$ cat config.mk
export PLATFORM = sky130hd
export DESIGN_NAME = smr_ctrl
export DESIGN_NICKNAME = d
export VERILOG_FILES = /design/src/sv/smr_pkg.sv /design/src/sv/smr_ctrl.sv
export SDC_FILE = /design/constraint.sdc
export NUM_CORES = 1
export LEC_CHECK = 0
export BUFFER_PORTS_ARGS = -buffer_cell sky130_fd_sc_hd__buf_2
export CAP_MARGIN = 20
export CORE_MARGIN = 4
export CORE_UTILIZATION = 50
export CTS_BUF_LIST = sky130_fd_sc_hd__clkbuf_4
export CTS_CLUSTER_DIAMETER = 60
export DETAILED_ROUTE_END_ITERATION = 10
export PLACE_DENSITY = 0.79
export SLEW_MARGIN = 10
export SYNTH_ARGS = -nofsm -noshare
export SYNTH_HDL_FRONTEND = slang
export SYNTH_SLANG_ARGS = --single-unit
$ cat constraint.sdc
create_clock -name clk -period 1.9 [get_ports clk]
set_input_delay 0.38 -clock clk [delete_from_list [all_inputs] [get_ports clk]]
set_output_delay 0.38 -clock clk [all_outputs]
set_load 0.02 [all_outputs]
$ cat src/sv/smr_pkg.sv
// Shared widths, codes, tables and controller/datapath bundles for the moment reducer.
package smr_pkg;

  // Field widths and fixed-point format
  localparam int D_W        = 24;
  localparam int V_W        = 24;
  localparam int DEN_W      = 32;
  localparam int DISP_W     = 48;
  localparam int DIAG_W     = 47;
  localparam int CNT_W      = 8;
  localparam int FRAC       = 12;

  // Internal accumulator and arithmetic widths
  localparam int WS_W       = 32;
  localparam int WV_W       = 36;
  localparam int FM_W       = 46;
  localparam int SM_W       = 56;
  localparam int MA_W       = 37;
  localparam int MB_W       = 25;
  localparam int PROD_W     = MA_W + MB_W;
  localparam int PSH_W      = PROD_W - FRAC;
  localparam int DVD_W      = SM_W + FRAC;
  localparam int DVS_W      = WS_W;
  localparam int S_W        = DVD_W + 2;

  // Configuration port
  localparam int CFG_IDX_W  = 2;
  localparam int CFG_DATA_W = 24;
  localparam logic [CFG_IDX_W-1:0] CFG_USE_GEO    = 2'd0;
  localparam logic [CFG_IDX_W-1:0] CFG_PER_STREAM = 2'd1;
  localparam logic [CFG_IDX_W-1:0] CFG_INV_RHO    = 2'd2;
  localparam logic [D_W-1:0] INV_RHO_RST = 24'd4096;

  localparam int MAX_STREAMS_DEF = 255;

  // Shared multiplier operations
  typedef enum logic [2:0] {
    OP_WV   = 3'd0,
    OP_SM   = 3'd1,
    OP_MM   = 3'd2,
    OP_DREC = 3'd3,
    OP_DSUM = 3'd4
  } smr_op_t;

  // Second-moment pair table, order xx xy xz yy yz zz
  function automatic logic [1:0] pair_a(input logic [2:0] j);
    logic [1:0] r;
    unique case (j)
      3'd0, 3'd1, 3'd2: r = 2'd0;
      3'd3, 3'd4:       r = 2'd1;
      3'd5:             r = 2'd2;
      default:          r = 2'd0;
    endcase
    return r;
  endfunction

  function automatic logic [1:0] pair_b(input logic [2:0] j);
    logic [1:0] r;
    unique case (j)
      3'd0:             r = 2'd0;
      3'd1, 3'd3:       r = 2'd1;
      3'd2, 3'd4, 3'd5: r = 2'd2;
      default:          r = 2'd0;
    endcase
    return r;
  endfunction

  typedef struct packed {
    logic    cap;
    logic    mul_en;
    smr_op_t mul_op;
    logic [2:0] mul_idx;
    logic    acc_rec;
    logic    div_start;
    logic [3:0] div_idx;
    logic    mean_wr;
    logic    disp_wr;
    logic    res_clr;
    logic    clr_point;
    logic    load_echo;
    logic    load_sum;
  } smr_cmd_t;

  typedef struct packed {
    logic rec;
    logic last;
    logic acc_ok;
    logic per_stream;
    logic w_zero;
    logic cnt_ge2;
    logic div_busy;
    logic div_done;
    logic out_free;
  } smr_sts_t;

endpackage

$ cat src/sv/smr_ctrl.sv
// Controller: sequences record multiplies, the close divisions and result loads.
module smr_ctrl (
  input  logic              clk,
  input  logic              rst_n,
  input  logic              in_valid,
  output logic              in_ready,
  input  smr_pkg::smr_sts_t sts,
  output smr_pkg::smr_cmd_t cmd
);
  import smr_pkg::*;

  typedef enum logic [9:0] {
    S_IDLE  = 10'b00_0000_0001,
    S_DEC   = 10'b00_0000_0010,
    S_MUL   = 10'b00_0000_0100,
    S_WAIT  = 10'b00_0000_1000,
    S_ECHO  = 10'b00_0001_0000,
    S_CDEN  = 10'b00_0010_0000,
    S_CGAP  = 10'b00_0100_0000,
    S_CDIV  = 10'b00_1000_0000,
    S_CWAIT = 10'b01_0000_0000,
    S_CSUM  = 10'b10_0000_0000
  } smr_state_t;

  localparam logic [3:0] STEP_DEN  = 4'd9;
  localparam logic [3:0] STEP_LAST = 4'd8;

  smr_state_t state_r, state_nxt;
  logic [3:0] step_r, step_nxt;

  always_ff @(posedge clk) begin
    if (!rst_n) begin
      state_r <= S_IDLE;
      step_r  <= '0;
    end else begin
      state_r <= state_nxt;
      step_r  <= step_nxt;
    end
  end

  // Next state and commands
  always_comb begin
    state_nxt = state_r;
    step_nxt  = step_r;
    cmd       = '0;
    in_ready  = 1'b0;
    unique case (state_r)
      S_IDLE: begin
        in_ready = 1'b1;
        if (in_valid) begin
          cmd.cap   = 1'b1;
          state_nxt = S_DEC;
        end
      end
      S_DEC: begin
        if (sts.rec) begin
          step_nxt  = sts.acc_ok ? 4'd0 : STEP_DEN;
          state_nxt = S_MUL;
        end else if (sts.last) begin
          state_nxt = S_CDEN;
        end else begin
          state_nxt = S_IDLE;
        end
      end
      // Weighted velocities, second moments, then the echo density; past the stream limit only the echo density
      S_MUL: begin
        cmd.mul_en = 1'b1;
        if (step_r < 4'd3) begin
          cmd.mul_op  = OP_WV;
          cmd.mul_idx = step_r[2:0];
        end else if (step_r < STEP_DEN) begin
          cmd.mul_op  = OP_SM;
          cmd.mul_idx = 3'(step_r - 4'd3);
        end else begin
          cmd.mul_op  = OP_DREC;
        end
        if (step_r == 4'd0) cmd.acc_rec = 1'b1;
        if (step_r == STEP_DEN) state_nxt = S_WAIT;
        else                    step_nxt  = step_r + 1'b1;
      end
      S_WAIT: begin
        if (sts.per_stream) state_nxt = S_ECHO;
        else if (sts.last)  state_nxt = S_CDEN;
        else                state_nxt = S_IDLE;
      end
      S_ECHO: begin
        if (sts.out_free) begin
          cmd.load_echo = 1'b1;
          state_nxt     = sts.last ? S_CDEN : S_IDLE;
        end
      end
      // Close: total density first, then the divisions unless the weight sum is zero
      S_CDEN: begin
        cmd.res_clr = 1'b1;
        cmd.mul_en  = 1'b1;
        cmd.mul_op  = OP_DSUM;
        state_nxt   = S_CGAP;
      end
      S_CGAP: begin
        if (sts.w_zero) begin
          state_nxt = S_CSUM;
        end else begin
          step_nxt  = '0;
          state_nxt = S_CDIV;
        end
      end
      S_CDIV: begin
        cmd.div_start = 1'b1;
        cmd.div_idx   = step_r;
        if (step_r >= 4'd3) begin
          cmd.mul_en  = 1'b1;
          cmd.mul_op  = OP_MM;
          cmd.mul_idx = 3'(step_r - 4'd3);
        end
        state_nxt = S_CWAIT;
      end
      S_CWAIT: begin
        cmd.div_idx = step_r;
        if (sts.div_done) begin
          if (step_r < 4'd3) cmd.mean_wr = 1'b1;
          else               cmd.disp_wr = 1'b1;
          step_nxt = step_r + 1'b1;
          if ((step_r == 4'd2 && !sts.cnt_ge2) || step_r == STEP_LAST)
            state_nxt = S_CSUM;
          else
            state_nxt = S_CDIV;
        end
      end
      S_CSUM: begin
        if (sts.out_free) begin
          cmd.load_sum  = 1'b1;
          cmd.clr_point = 1'b1;
          state_nxt     = S_IDLE;
        end
      end
      default: state_nxt = S_IDLE;
    endcase
  end

endmodule

==> flow_summary.toml, run 1 <==
[outcome]
lastStage = "global routing"
status = "aborted with a tool error"
firstError = "[ERROR DPL-0038] Utilization greater than 100%, impossible to legalize"

[synthesis]
syn_area_um2 = 1340
synth_cell_types = 53
ys_ff_latch = 14
synth_area_per_cell_um2 = 7.72
synth_nets = 189
netlist_instances = 173
yosys_warnings = 0
seq_area_frac_synth = 0.210

[clocking]
cts_max_path_buffers = 2
clkSinkCount = 14
root_buffer = "clkbuf_4"
numCtsBuffers = 3
cts.htree.levels = 1

[timing]
grt_worst_setup_endpoint = "cmd[19]"
worst-ep-kind = "top-level output"

[place]
dp.cells = 266
port_buffers = 31
gp_congestion = 0.941
dp_hpwl_um = 3610

[floorplanning]
floorplan.initialDensity = 0.530
fp.dieW_um = 59.7
io_pins = 33
fp-row-count = 18
die_y_um = 59.7

[global_route]
grt_max_degree = 12
## what timing repair did
action                                  4_1_cts
buffers inserted                             13
gates resized for setup                      79
pin swaps                                    24
hold buffers                                  0
endpoints found under the setup margin       30
## through the flow
stage	setup WS, ns	hold WS, ns	cell area [um^2]	TNS, ns	utilization
floorplan	-0.123	0.507	1410	-0.550	-
global placement	-0.115	0.515	1850	-0.590	0.733
CTS	-0.264	0.370	2260	-4.55	0.895
detailed placement	-0.175	0.549	1850	-1.18	0.733
## kinds of logic after synthesis
logic type               Yosys count  synth area share
AND/OR/NAND/NOR                   90             0.419
AO/OA/AOI/OAI                     37             0.202
buffers and inverters             23            0.0974
flip-flops                        14             0.210
XOR/XNOR                           4            0.0262
adder cells (fa/ha/maj)            4            0.0375
multiplexers                       1           0.00843
## cells in the mapped netlist (all sizes together)
cell type  number  share of area
xor2            1         0.0066
buf             9          0.057
nand2b          5          0.023
nand2           9          0.025
o21ai           7          0.029
nor2           18          0.051
a211oi          1         0.0094
a22o            1         0.0066
o41ai           1         0.0066
o31ai           1         0.0056
a41oi           1         0.0066
ha              4          0.037
nor3           10          0.041
o22a            1         0.0066
o31a            2          0.013
and2            2          0.010
nand3           7          0.026
nor2b           1         0.0047
a21oi           6          0.022
dfxtp          14           0.21
o211ai          2          0.011
nand4           7          0.044
nor4            7          0.037
or2             1         0.0047
and3b           1         0.0066
o21a            3          0.017
a31o            1         0.0066
mux2            1         0.0084
a21o            1         0.0056
xnor2           3          0.020
and4            2          0.013
a2bb2oi         1         0.0066
nor4b           2          0.013
clkbuf          3         0.0094
a21boi          5          0.028
or3             5          0.031
inv            11          0.031
nor3b           2          0.011
or4             8          0.056
o211a           2          0.015
a311oi          1         0.0066
nand4b          3          0.020
==> run 2, diff against run 1 <==
--- a/config.mk
+++ b/config.mk
@@ -8,11 +8,9 @@
 export BUFFER_PORTS_ARGS = -buffer_cell sky130_fd_sc_hd__buf_2
 export CAP_MARGIN = 20
 export CORE_MARGIN = 4
-export CORE_UTILIZATION = 50
-export CTS_BUF_LIST = sky130_fd_sc_hd__clkbuf_4
-export CTS_CLUSTER_DIAMETER = 60
+export CORE_UTILIZATION = 35
 export DETAILED_ROUTE_END_ITERATION = 10
-export PLACE_DENSITY = 0.79
+export PLACE_DENSITY_LB_ADDON = 0.15
 export SLEW_MARGIN = 10
 export SYNTH_ARGS = -nofsm -noshare
 export SYNTH_HDL_FRONTEND = slang
==> constraint.sdc (replaced) <==
create_clock -name clk -period 2.45 [get_ports clk]
set_input_delay 0.49 -clock clk [delete_from_list [all_inputs] [get_ports clk]]
set_output_delay 0.49 -clock clk [all_outputs]
set_load 0.02 [all_outputs]
==> flow_summary.toml, run 2 <==
[outcome]
status = "completed"

[final_layout]
top_register = "state_r"
largest_reg_flops = 10
multi_input_area_um2 = 973
layout_commonest_cell = "buf_2"
nFillCells = 386
top_regs = "state_r: 10 flops, step_r: 4 flops"
insertedDiodeCount = 0
final_cell_mix = "31 x buf_2, 18 x nor2_1, 13 x dfxtp_1"
syn2layout_area_growth_pct = 21.2
final_cell_count_no_fill = 251
layout-drive-gt1-share = 0.325
seq_area_um2 = 282
final_nets = 220

[clocking]
cts_max_path_buffers = 2
clkSinkCount = 14
cts_tree = "yes"
numCtsBuffers = 3
cts.htree.levels = 1
clk_pin_slew_ns = 0.06
root_buffer = "clkbuf_8"
insertion_delay_ns = 0.25

[detailed_routing]
remaining_drc_errors = 0
detail-route-antenna-nets = 0
drtIter0Drc = 121
vias = 1467
wl_um = 4020
drt_pass1_iterations = 4
avgRoutedWirePerCell_um = 16.0
via_per_inst = 5.84

[timing]
max_freq_mhz = 419
slew_violations = 0
worstMarginPinSlew_ns = 0.509
tns_ns = 0
hold_violations = 0
setup_violations = 0
rsz0062_at_grt = "true"
slew_headroom = 0.658
final.period_utilization = 0.974
skew_ns = 0.00258
min_period_ns = 2.39

[worst_setup_path]
rr_startpoint = "state_r[4]"
critical_path.max_fanout = 11
path_delay_family = "buffers and inverters"
cpMaxStageDelayCell = "dfxtp_1"
r2r_end = "state_r[0]"
worstSetupPathType = "reg2out"
reg2reg_slack_ns = 0.22
r2r_cells = 5
crit_required_ns = 1.96
max_stage_delay_ns = 0.43
end_kind = "output pin"
crit_arrival_ns = 1.90
path_cells = "nor2_1 > nand3_1 > buf_4 > inv_1 > a21oi_1 > o41ai_2 > buf_2"
critPathLaunchType = "flop"
cp.buffers_inverters = 3

[synthesis]
yosysMostFrequentCell = "nor2_1"
synth_top_family_by_area = "simple AND/OR/NAND/NOR gates"
yosysTopAreaCell = "dfxtp_1"
yosys.area_share.adder = 0.0375
synth_edf_count = 0
synth_compound_area_frac = 0.202
synthArstFlopShare = 0
netlist_instances = 173
synthSimpleGateAreaFrac = 0.419
ys.flop_type = "dfxtp_1"
ys_ff_latch = 14
synth_nets = 189
synth_cell_types = 53
syn_area_um2 = 1340
seq_area_frac_synth = 0.210
synth_mux_area_frac = 0.00843
yosysTopAreaCellShare = 0.210
synth_common_cells = "18 x nor2_1, 14 x dfxtp_1, 11 x inv_1"
yosys.area_share.xor_xnor = 0.0262
synthTopCellsByArea = "dfxtp_1 21%, nor2_1 5.1%, ha_1 3.7%"
synth_area_per_cell_um2 = 7.72
yosys_warnings = 0

[floorplanning]
core_um2 = 3690
die-area_um2 = 4870
floorplan.initialDensity = 0.362
die_y_um = 69.8
fp-row-count = 22
fp.dieW_um = 69.8
io_pins = 33

[global_route]
antenna_found_initial = 0
grt_max_degree = 14
track_usage = 0.165
grt_pass1_vias = 1388
grt_pass1_wl_um = 6470
overflow = 0

[power_and_ir_drop]
power.leakage_uw = 0.000713
p_total_uw = 957
p_per_area_nw_per_um2 = 591
peakVddDrop_uv = 278

[place]
dp_hpwl_um = 3060
dp.cells = 246
port_buffers = 31
gp_congestion = 0.850

[run]
drv_cap = 0

[min_path]
holdCritPathClass = "in2reg"
whs_path_depth = 3
holdPathEnd = "state_r[2]"
worstHoldStart = "sts[8]"
run 2: through the flow:
| stage | util | setup slack (ns) | cell area, um^2 | hold slack (ns) |
|---|---|---|---|---|
| 6_report | 0.439 | 0.0644 | 1620 | 0.499 |
| 3_5_place_dp | 0.412 | 0.284 | 1520 | 0.556 |
| 4_1_cts | 0.427 | 0.00674 | 1580 | 0.506 |
| 3_3_place_gp | 0.412 | 0.303 | 1520 | 0.539 |
| 5_1_grt | 0.439 | -0.0444 | 1620 | 0.522 |
| 2_1_floorplan | - | -0.0165 | 1350 | 0.507 |
run 2: worst max-delay path by stage:
stage | start | endpoint | slack (ns) | cells after the start
final | state_r[0] | cmd[14] | 0.06 | 7
after global routing | state_r[7] | cmd[14] | -0.04 | 7
after CTS | step_r[0] | cmd[12] | 0.007 | 8
after detailed placement | state_r[4] | state_r[0] | 0.28 | 5
after global placement | state_r[4] | state_r[0] | 0.30 | 5
after floorplan | state_r[8] | cmd[14] | -0.02 | 6
run 2: cell type report:
type / count / area share
Tap cell: 48 / 0.0371
Sequential cell: 14 / 0.174
Multi-Input combinational cell: 136 / 0.601
Inverter: 11 / 0.0255
Timing Repair Buffer: 38 / 0.128
Clock buffer: 4 / 0.0340
run 2: tightest hold or removal path, cell delays in order:
cell and delay [ns]:
buf_2 0.10, nand2_1 0.04, a21boi_0 0.07
run 2: routing by layer:
metal,GRT usage,vias up,wire (um)
li1,-,702,-
met1,0.214,674,1650
met2,0.251,84,1880
met3,0.0333,7,395
met4,0.0915,0,83
met5,0,-,0
run 2: power breakdown:
| group | internal [uW] | switching (uW) | total [uW] |
|---|---|---|---|
| sequential | 252 | 76.0 | 328 |
| combinational | 172 | 220 | 391 |
| clock | 143 | 94.5 | 237 |
| total | 567 | 390 | 957 |
run 2: kinds of logic (layout without fill, tap and decap cells):
kind of cell    after synthesis  in the layout
simple gates                 90             90
compound gates               37             37
buf+inv                      23             53
flops                        14             14
fa+ha+maj                     4              4
xor+xnor                      4              4
mux                           1              1
run 2: what timing repair did:
action,4_1_cts,5_1_grt
resized for setup,0,9
endpoints found under the setup margin,0,9
hold buffers,0,0
buffers inserted,0,1
No activity file was read; power rests on OpenSTA's default activity.
